File: config.mk
export PLATFORM = sky130hd
export DESIGN_NAME = itsu_divsqrt
export DESIGN_NICKNAME = d
export VERILOG_FILES = /design/src/hdl/itsu_divsqrt.sv
export SDC_FILE = /design/constraint.sdc
export NUM_CORES = 1
export LEC_CHECK = 0
export BUFFER_PORTS_ARGS = -buffer_cell sky130_fd_sc_hd__clkbuf_2
export CAP_MARGIN = 25
export CORE_ASPECT_RATIO = 1.75
export CORE_MARGIN = 3
export CORE_UTILIZATION = 26
export CTS_CLUSTER_DIAMETER = 40
export DETAILED_ROUTE_END_ITERATION = 8
export GPL_TIMING_DRIVEN = 0
export SETUP_SLACK_MARGIN = 0.05
export SLEW_MARGIN = 20
export SYNTH_ARGS = -nofsm -noshare
export SYNTH_HDL_FRONTEND = slang
export SYNTH_SLANG_ARGS = --single-unit
export TNS_END_PERCENT = 1
File: constraint.sdc
create_clock -name aclk -period 3.32 [get_ports aclk]
set_clock_uncertainty 0.1 [all_clocks]
set_input_delay 0 -clock aclk [delete_from_list [all_inputs] [get_ports aclk]]
set_output_delay 0 -clock aclk [all_outputs]
set_load 0.01 [all_outputs]
File: src/hdl/itsu_divsqrt.sv
// Shared iterative unit: restoring integer square root and unsigned divide, one bit a cycle.
// Depends on nothing else.
module itsu_divsqrt #(
    parameter int W = 64
) (
    input  logic         aclk,
    input  logic         aresetn,
    input  logic         start,
    input  logic         op_sqrt,
    input  logic [W-1:0] a_in,
    input  logic [W-1:0] b_in,
    output logic         busy,
    output logic         done,
    output logic [W-1:0] result
);
    localparam int CW = $clog2(W + 1);

    logic [W-1:0]  rem_reg, rem_next;
    logic [W-1:0]  quo_reg, quo_next;
    logic [W-1:0]  num_reg, num_next;
    logic [W-1:0]  den_reg, den_next;
    logic [CW-1:0] cnt_reg, cnt_next;
    logic          sq_reg, sq_next;
    logic          busy_reg, busy_next;
    logic          done_reg, done_next;
    logic [W+1:0]  trial;
    logic [W+1:0]  shrem;

    always_comb begin
        rem_next = rem_reg;
        quo_next = quo_reg;
        num_next = num_reg;
        den_next = den_reg;
        cnt_next = cnt_reg;
        sq_next = sq_reg;
        busy_next = busy_reg;
        done_next = 1'b0;
        trial = '0;
        shrem = '0;
        if (start) begin
            rem_next = '0;
            quo_next = '0;
            num_next = a_in;
            den_next = b_in;
            sq_next = op_sqrt;
            cnt_next = op_sqrt ? CW'(W / 2) : CW'(W);
            busy_next = 1'b1;
        end else if (busy_reg) begin
            if (sq_reg) begin
                shrem = {rem_reg, num_reg[W-1:W-2]};
                trial = {quo_reg, 2'b01};
                num_next = {num_reg[W-3:0], 2'b00};
                if (shrem >= trial) begin
                    rem_next = W'(shrem - trial);
                    quo_next = {quo_reg[W-2:0], 1'b1};
                end else begin
                    rem_next = W'(shrem);
                    quo_next = {quo_reg[W-2:0], 1'b0};
                end
            end else begin
                shrem = {1'b0, rem_reg, num_reg[W-1]};
                trial = {2'b00, den_reg};
                num_next = {num_reg[W-2:0], 1'b0};
                if (shrem >= trial) begin
                    rem_next = W'(shrem - trial);
                    quo_next = {quo_reg[W-2:0], 1'b1};
                end else begin
                    rem_next = W'(shrem);
                    quo_next = {quo_reg[W-2:0], 1'b0};
                end
            end
            cnt_next = cnt_reg - CW'(1);
            if (cnt_reg == CW'(1)) begin
                busy_next = 1'b0;
                done_next = 1'b1;
            end
        end
    end

    always_ff @(posedge aclk) begin
        if (!aresetn) begin
            busy_reg <= 1'b0;
            done_reg <= 1'b0;
            cnt_reg <= '0;
        end else begin
            busy_reg <= busy_next;
            done_reg <= done_next;
            cnt_reg <= cnt_next;
        end
        rem_reg <= rem_next;
        quo_reg <= quo_next;
        num_reg <= num_next;
        den_reg <= den_next;
        sq_reg <= sq_next;
    end

    assign busy = busy_reg;
    assign done = done_reg;
    assign result = quo_reg;

`ifndef ASSERT_OFF
    a_done_after_busy: assert property (@(posedge aclk) disable iff (!aresetn)
        done |-> $past(busy_reg)) else $error("done without busy");
    a_no_start_busy: assert property (@(posedge aclk) disable iff (!aresetn)
        busy_reg && !start |=> cnt_reg == $past(cnt_reg) - CW'(1) || !busy_reg)
        else $error("count slip");
    a_done_pulse: assert property (@(posedge aclk) disable iff (!aresetn)
        done |=> !done || $past(start)) else $error("done held");
`endif
endmodule

==> results.py, run 1 <==
metrics = {
    "power": {
        "leakage_nw": 10.9,
        "p_per_area_nw_per_um2": 722,
        "ir_drop_v": 0.000387,
        "total_power_mw": 19.0,
    },
    "clocking": {
        "cts.path.max_buffers": 3,
        "cts_made_buffers": 42,
        "cts_sinks": 266,
        "root_buffer": "clkbuf_16",
        "cts_tree": "done",
        "clk_transition_reported_paths_ns": 0.06,
        "clkLatencyLatePin_ns": 0.60,
        "htree_levels": 2,
    },
    "timing": {
        "grt_setup_unrepaired": "true",
        "maxSlewViolCount": 0,
        "max_freq_mhz": 275,
        "min_period_over_period": 1.10,
        "fin_ws_ns": -0.323,
        "maxSlewHeadroom": 0.393,
        "hold_viol": 0,
        "setup_violations": 65,
        "fin_crit_ns": 3.64,
        "worstMarginPinSlew_ns": 0.910,
    },
    "die": {
        "rows": 133,
        "start_util": 0.263,
        "die_y_um": 371,
        "fp.dieW_um": 215,
        "ios": 198,
        "die_area_um2": 79700,
        "coreArea_um2": 75400,
    },
    "layout": {
        "drive_above_1_share": 0.203,
        "area_growth_pct": 32.8,
        "final_common_cell": "nand2_1",
        "fin_nets": 3044,
        "fin_cells": 3824,
        "num_antenna_cells": 0,
        "final_cell_mix": "nand2_1, clkbuf_2, nor2_1, inv_1, dlygate4sd3_1",
    },
    "yosys": {
        "synthArstFlopShare": 0,
        "yosys_register_bits": 266,
        "synth_area_um2": 19800,
        "synthTopCellsByArea": "edfxtp_1, dfxtp_1, ha_1",
        "ys.warnings.count": 0,
        "avgSynthCellArea_um2": 8.38,
        "synthCells": 2363,
        "synth_top_area_frac": 0.196,
        "ys.flop_type": "dfxtp_1",
        "yosysTopAreaCell": "edfxtp_1",
        "synthDistinctLibCells": 94,
        "synth_nets": 2628,
        "synth_edf_count": 129,
        "seq_area_frac_synth": 0.334,
    },
    "grt": {
        "grt_pass1_vias": 20300,
        "gr-total-overflow": 0,
        "grt.total_usage": 0.187,
        "grt_pass1_wl_mm": 115,
        "grt_max_degree": 60,
        "antenna_found_initial": 0,
    },
    "routing": {
        "firstDrtPassIters": 5,
        "drc": 0,
        "avgViaCountPerCell": 5.17,
        "vias": 19800,
        "drt_iter0_markers": 1006,
        "routed_wirelength_mm": 77.1,
        "wl_per_cell_um": 20.2,
        "drtAntennaViolNets": 0,
    },
    "worst_setup_path": {
        "slowest_stage": "edfxtp_1",
        "path_cells": "buf_4 -> o21ai_0 -> a2bb2oi_2 -> a21o_1 -> a41oi_2 -> a2111oi_4 -> or3_1 -> a31o_2 -> a31o_2 -> xor2_2 -> a221oi_1 -> a211oi_1",
        "max_stage_delay_ns": 0.51,
        "crit_path_end_kind": "flip-flop",
        "startpoint_type": "flip-flop",
        "criticalPathCategory": "flip-flop to flip-flop",
        "cp_max_fo": 4,
        "required_ns": 3.67,
        "crit_path_frequent_cell": "a31o_2",
        "crit_arrival_ns": 3.99,
        "rr_worst_depth": 12,
    },
    "placement": {
        "dp_hpwl_mm": 60.9,
        "placed_cells": 3574,
        "port_buffers": 197,
        "gp_congestion": 0.962,
    },
    "run_status": {
        "status": "finished, violations left",
        "violations": "negative setup slack",
    },
    "job": {
        "max_cap_violations": 0,
    },
    "worst_hold_path": {
        "hold-path-cell-count": 2,
        "hold_path.class": "input port to flip-flop",
    },
}
## layer usage
| layer | global-route usage | up-vias | part of all wire |
|---|---|---|---|
| met3 | 0.0336 | 359 | 0.050 |
| met5 | 0 | - | 0 |
| met1 | 0.168 | 9250 | 0.32 |
| met4 | 0.176 | 0 | 0.11 |
| li1 | - | 9438 | - |
| met2 | 0.351 | 711 | 0.52 |
## critical path: cells and delay by family, from the launching register on
kind                      cells  cell delay [ns]
and+or+nand+nor               1             0.39
DFF                           1             0.51
buffers and inverters         1             0.22
xor gates and xnor gates      1             0.16
AOI/OAI and AO/OA             9             2.09
## final timing paths
check                     startpoint                        to  slack [ns]
max            num_reg[62]$_DFFE_PP_  rem_reg[53]$_SDFFE_PP0P_       -0.32
min                         b_in[30]     den_reg[30]$_DFFE_PP_        0.02
max reg2reg    num_reg[62]$_DFFE_PP_  rem_reg[53]$_SDFFE_PP0P_       -0.32
min reg2reg  cnt_reg[1]$_SDFFE_PN0P_   cnt_reg[1]$_SDFFE_PN0P_        0.41
## cell families after synthesis
group | share of synthesized area
AO/OA/AOI/OAI | 0.237
XOR/XNOR | 0.0531
adder cells (fa/ha/maj) | 0.0844
buffers and inverters | 0.0661
flip-flops | 0.334
multiplexers | 0.0694
AND/OR/NAND/NOR | 0.156
## cell usage after synthesis, drive strengths merged (5+ instances only)
cell type and number:
and4 5, mux2i 134, o21bai 25, nand3 25, o21a 19, a21oi 180
a21o 47, nor3 39, nand2 310, and2 14, and3 9, nor4 11
clkbuf 82, nor2b 10, a22o 32, o31ai 11, ha 132, nand4 48
xor2 50, nand2b 11, a221oi 9, a211oi 51, o211ai 18, a32o 7
edfxtp 129, a21boi 8, buf 47, or3 7, or2 6, a311oi 9
dfxtp 137, a31oi 50, xnor2 70, nor2 194, inv 165, o221ai 14
a2111oi 8, o31a 5, o21ai 168
## where the power goes
part           internal (mW)  leakage, nW  switching, mW
sequential              3.81         2.43          0.565
clock                   2.70        0.711           1.89
combinational           4.03         7.80           6.00
total                   10.5         10.9           8.46
## metrics by stage
step	setup TNS (ns)	util	hold slack [ns]	area, µm²	setup slack [ns]
6_report	-8.46	0.349	0.0216	26300	-0.323
3_3_place_gp	-134.85	0.293	0.0784	22100	-1.32
2_1_floorplan	0	-	-0.00113	19800	0.00439
4_1_cts	-9.47	0.347	0.00196	26100	-0.268
5_1_grt	-18.43	0.349	0.0295	26300	-0.456
3_5_place_dp	-49.57	0.293	0.0787	22100	-0.899
## cell type report
type / instances / area (µm²)
clock inverter: 30 / 353
buffer: 123 / 747
multi-input combinational: 1800 / 12700
tap: 1012 / 1270
timing repair buffer: 380 / 2810
clock buffer: 47 / 1090
inverter: 166 / 626
fill: 7910 / 49100
sequential: 266 / 6710
## repair_timing
item / 4_1_cts / 5_1_grt
pin swaps: 81 / 20
setup buffers: 22 / 2
gates resized for setup: 228 / 52
gates cloned: 3 / 0
hold buffers: 154 / 0
hold endpoints to repair: 156 / 0
setup endpoints to repair: 65 / 65
Power figures use the tool's default switching activity.
==> inputs of run 2 (changes only) <==
--- a/config.mk
+++ b/config.mk
@@ -13,7 +13,6 @@
 export CTS_CLUSTER_DIAMETER = 40
 export DETAILED_ROUTE_END_ITERATION = 8
 export GPL_TIMING_DRIVEN = 0
-export SETUP_SLACK_MARGIN = 0.05
 export SLEW_MARGIN = 20
 export SYNTH_ARGS = -nofsm -noshare
 export SYNTH_HDL_FRONTEND = slang
==> run 2 against run 1 <==
Compared with the run above:
- the flow still finishes with violations (negative setup slack)
- clock power down 7.8%
- via count down 0.59%
- fmax down 0.29%
- total power down 2.3%
- worst setup slack worse by 0.011 ns
- worst hold slack better by 0.016 ns
- global-route usage up 0.050 points
- cell area down 1.6%
- sequential cell count unchanged
- core utilization down 0.56 points
- routed wire length down 0.17%
- largest cell class unchanged
==> results.py, run 2 (synthesized netlist as in run 1, its figures left out) <==
metrics = {
    "die": {
        "coreArea_um2": 75400,
        "die_area_um2": 79700,
        "rows": 133,
        "ios": 198,
        "die_y_um": 371,
        "start_util": 0.263,
        "fp.dieW_um": 215,
    },
    "routing": {
        "firstDrtPassIters": 5,
        "vias": 19600,
        "wl_per_cell_um": 20.3,
        "avgViaCountPerCell": 5.17,
        "drtAntennaViolNets": 0,
        "drt_iter0_markers": 1005,
        "routed_wirelength_mm": 77.0,
        "drc": 0,
    },
    "grt": {
        "gr-total-overflow": 0,
        "grt_pass1_vias": 20200,
        "grt_pass1_wl_mm": 116,
        "grt.total_usage": 0.187,
        "grt_max_degree": 48,
        "antenna_found_initial": 1,
    },
    "timing": {
        "maxSlewHeadroom": 0.356,
        "max_freq_mhz": 274,
        "min_period_over_period": 1.10,
        "fin_crit_ns": 3.65,
        "hold_viol": 0,
        "whs_ns": 0.0380,
        "setup_violations": 65,
        "fin_tns_setup_ns": -14.87,
        "maxSlewViolCount": 0,
        "fin_ws_ns": -0.333,
        "grt_setup_unrepaired": "true",
        "worstMarginPinSlew_ns": 0.967,
    },
    "worst_setup_path": {
        "crit_path_end_kind": "flip-flop",
        "startpoint_type": "flip-flop",
        "reg2reg_slack_ns": -0.33,
        "rr_startpoint": "num_reg[63]$_DFFE_PP_",
        "required_ns": 3.66,
        "reg2reg_to": "rem_reg[41]$_SDFFE_PP0P_",
        "rr_worst_depth": 17,
        "criticalPathCategory": "flip-flop to flip-flop",
        "cp_max_fo": 10,
        "crit_arrival_ns": 3.99,
    },
    "layout": {
        "drive_above_1_share": 0.199,
        "area_growth_pct": 30.7,
        "final_common_cell": "nand2_1",
        "post-route-cell-area_um2": 25900,
        "final_cell_mix": "nand2_1, clkbuf_2, nor2_1, inv_1, a21oi_1",
        "fin_nets": 3020,
    },
    "clocking": {
        "clkLatencyLatePin_ns": 0.59,
        "cts_tree": "done",
        "root_buffer": "clkbuf_16",
        "cts.path.max_buffers": 3,
        "htree_levels": 2,
        "cts_made_buffers": 38,
        "clk_transition_reported_paths_ns": 0.06,
        "cts_sinks": 266,
    },
    "run_status": {
        "status": "finished, violations left",
        "violations": "negative setup slack",
    },
    "power": {
        "total_power_mw": 18.6,
        "p_per_area_nw_per_um2": 717,
        "leakage_nw": 10.7,
        "ir_drop_v": 0.000442,
    },
    "placement": {
        "placedInstanceArea_um2": 22100,
        "port_buffers": 197,
        "gp_congestion": 0.969,
        "dp_hpwl_mm": 61.0,
        "dp_worst_setup_slack_ns": -0.941,
    },
    "worst_hold_path": {
        "hold_end": "den_reg[37]$_DFFE_PP_",
        "hold-path-cell-count": 2,
        "min_from": "b_in[37]",
        "hold_path.class": "input port to flip-flop",
    },
    "job": {
        "max_cap_violations": 0,
    },
}
run 2: changes by cell type in the layout (fill, tap and decap cells not counted), sizes merged, moves of 3 or more:
cell,before,now
inv,179,176
clkinv,12,9
buf,75,79
dlygate4sd3,155,134
clkbuf,319,311
run 2: power by group:
part | internal, mW | switching, mW | total, mW
clock | 2.51 | 1.71 | 4.23
sequential | 3.81 | 0.564 | 4.37
combinational | 3.98 | 5.98 | 9.96
total | 10.3 | 8.26 | 18.6
run 2: how the worst max path moves through the flow:
stage	start	endpoint	cells after the start
2_1_floorplan	num_reg[63]$_DFFE_PP_	rem_reg[58]$_SDFFE_PP0P_	15
3_3_place_gp	start	num_reg[44]$_DFFE_PP_	5
3_5_place_dp	rem_reg[45]$_SDFFE_PP0P_	rem_reg[41]$_SDFFE_PP0P_	13
4_1_cts	num_reg[63]$_DFFE_PP_	rem_reg[58]$_SDFFE_PP0P_	15
5_1_grt	rem_reg[41]$_SDFFE_PP0P_	rem_reg[63]$_SDFFE_PP0P_	13
6_report	num_reg[63]$_DFFE_PP_	rem_reg[41]$_SDFFE_PP0P_	17
run 2: cell type report:
cell class	instances	area, µm²
repair buffers	362	2590
well taps	1012	1270
multi-input cells	1800	12700
flip-flops and latches	266	6700
diodes	1	2.50
clock inverters	26	304
plain buffers	121	737
clock buffers	42	987
inverters	166	626
fillers	7880	49500
run 2: metal layers:
metal	share of wire	vias up	global-route usage
met1	0.32	9181	0.172
met2	0.51	771	0.350
met4	0.11	0	0.172
li1	-	9362	-
met5	0	-	0
met3	0.050	328	0.0314
run 2: what timing repair did:
action / in CTS / in global routing
setup endpoints to repair: 65 / 65
hold buffers: 133 / 0
pin swaps: 71 / 13
setup buffers: 25 / 4
gates resized for setup: 223 / 33
cloned: 1 / 0
hold endpoints to repair: 156 / 0
run 2: through the flow:
step                      utilization  std cells
final                           0.343       3796
after global routing            0.343       3796
after CTS                       0.341       3791
after detailed placement        0.293       3574
after global placement          0.293       3572
after floorplan                     -       2363
run 2: critical path: stages (launching register included):
cell and delay, ns:
edfxtp_1 0.50, inv_2 0.10, buf_4 0.15, ha_1 0.20
nor2b_2 0.14, o31a_1 0.20, o211ai_1 0.14, a2111oi_2 0.36
nor3_2 0.08, buf_4 0.16, a21boi_4 0.16, a21oi_4 0.10
o31ai_4 0.20, buf_4 0.17, buf_6 0.15, mux2_2 0.36
o211ai_1 0.16, a21oi_1 0.08
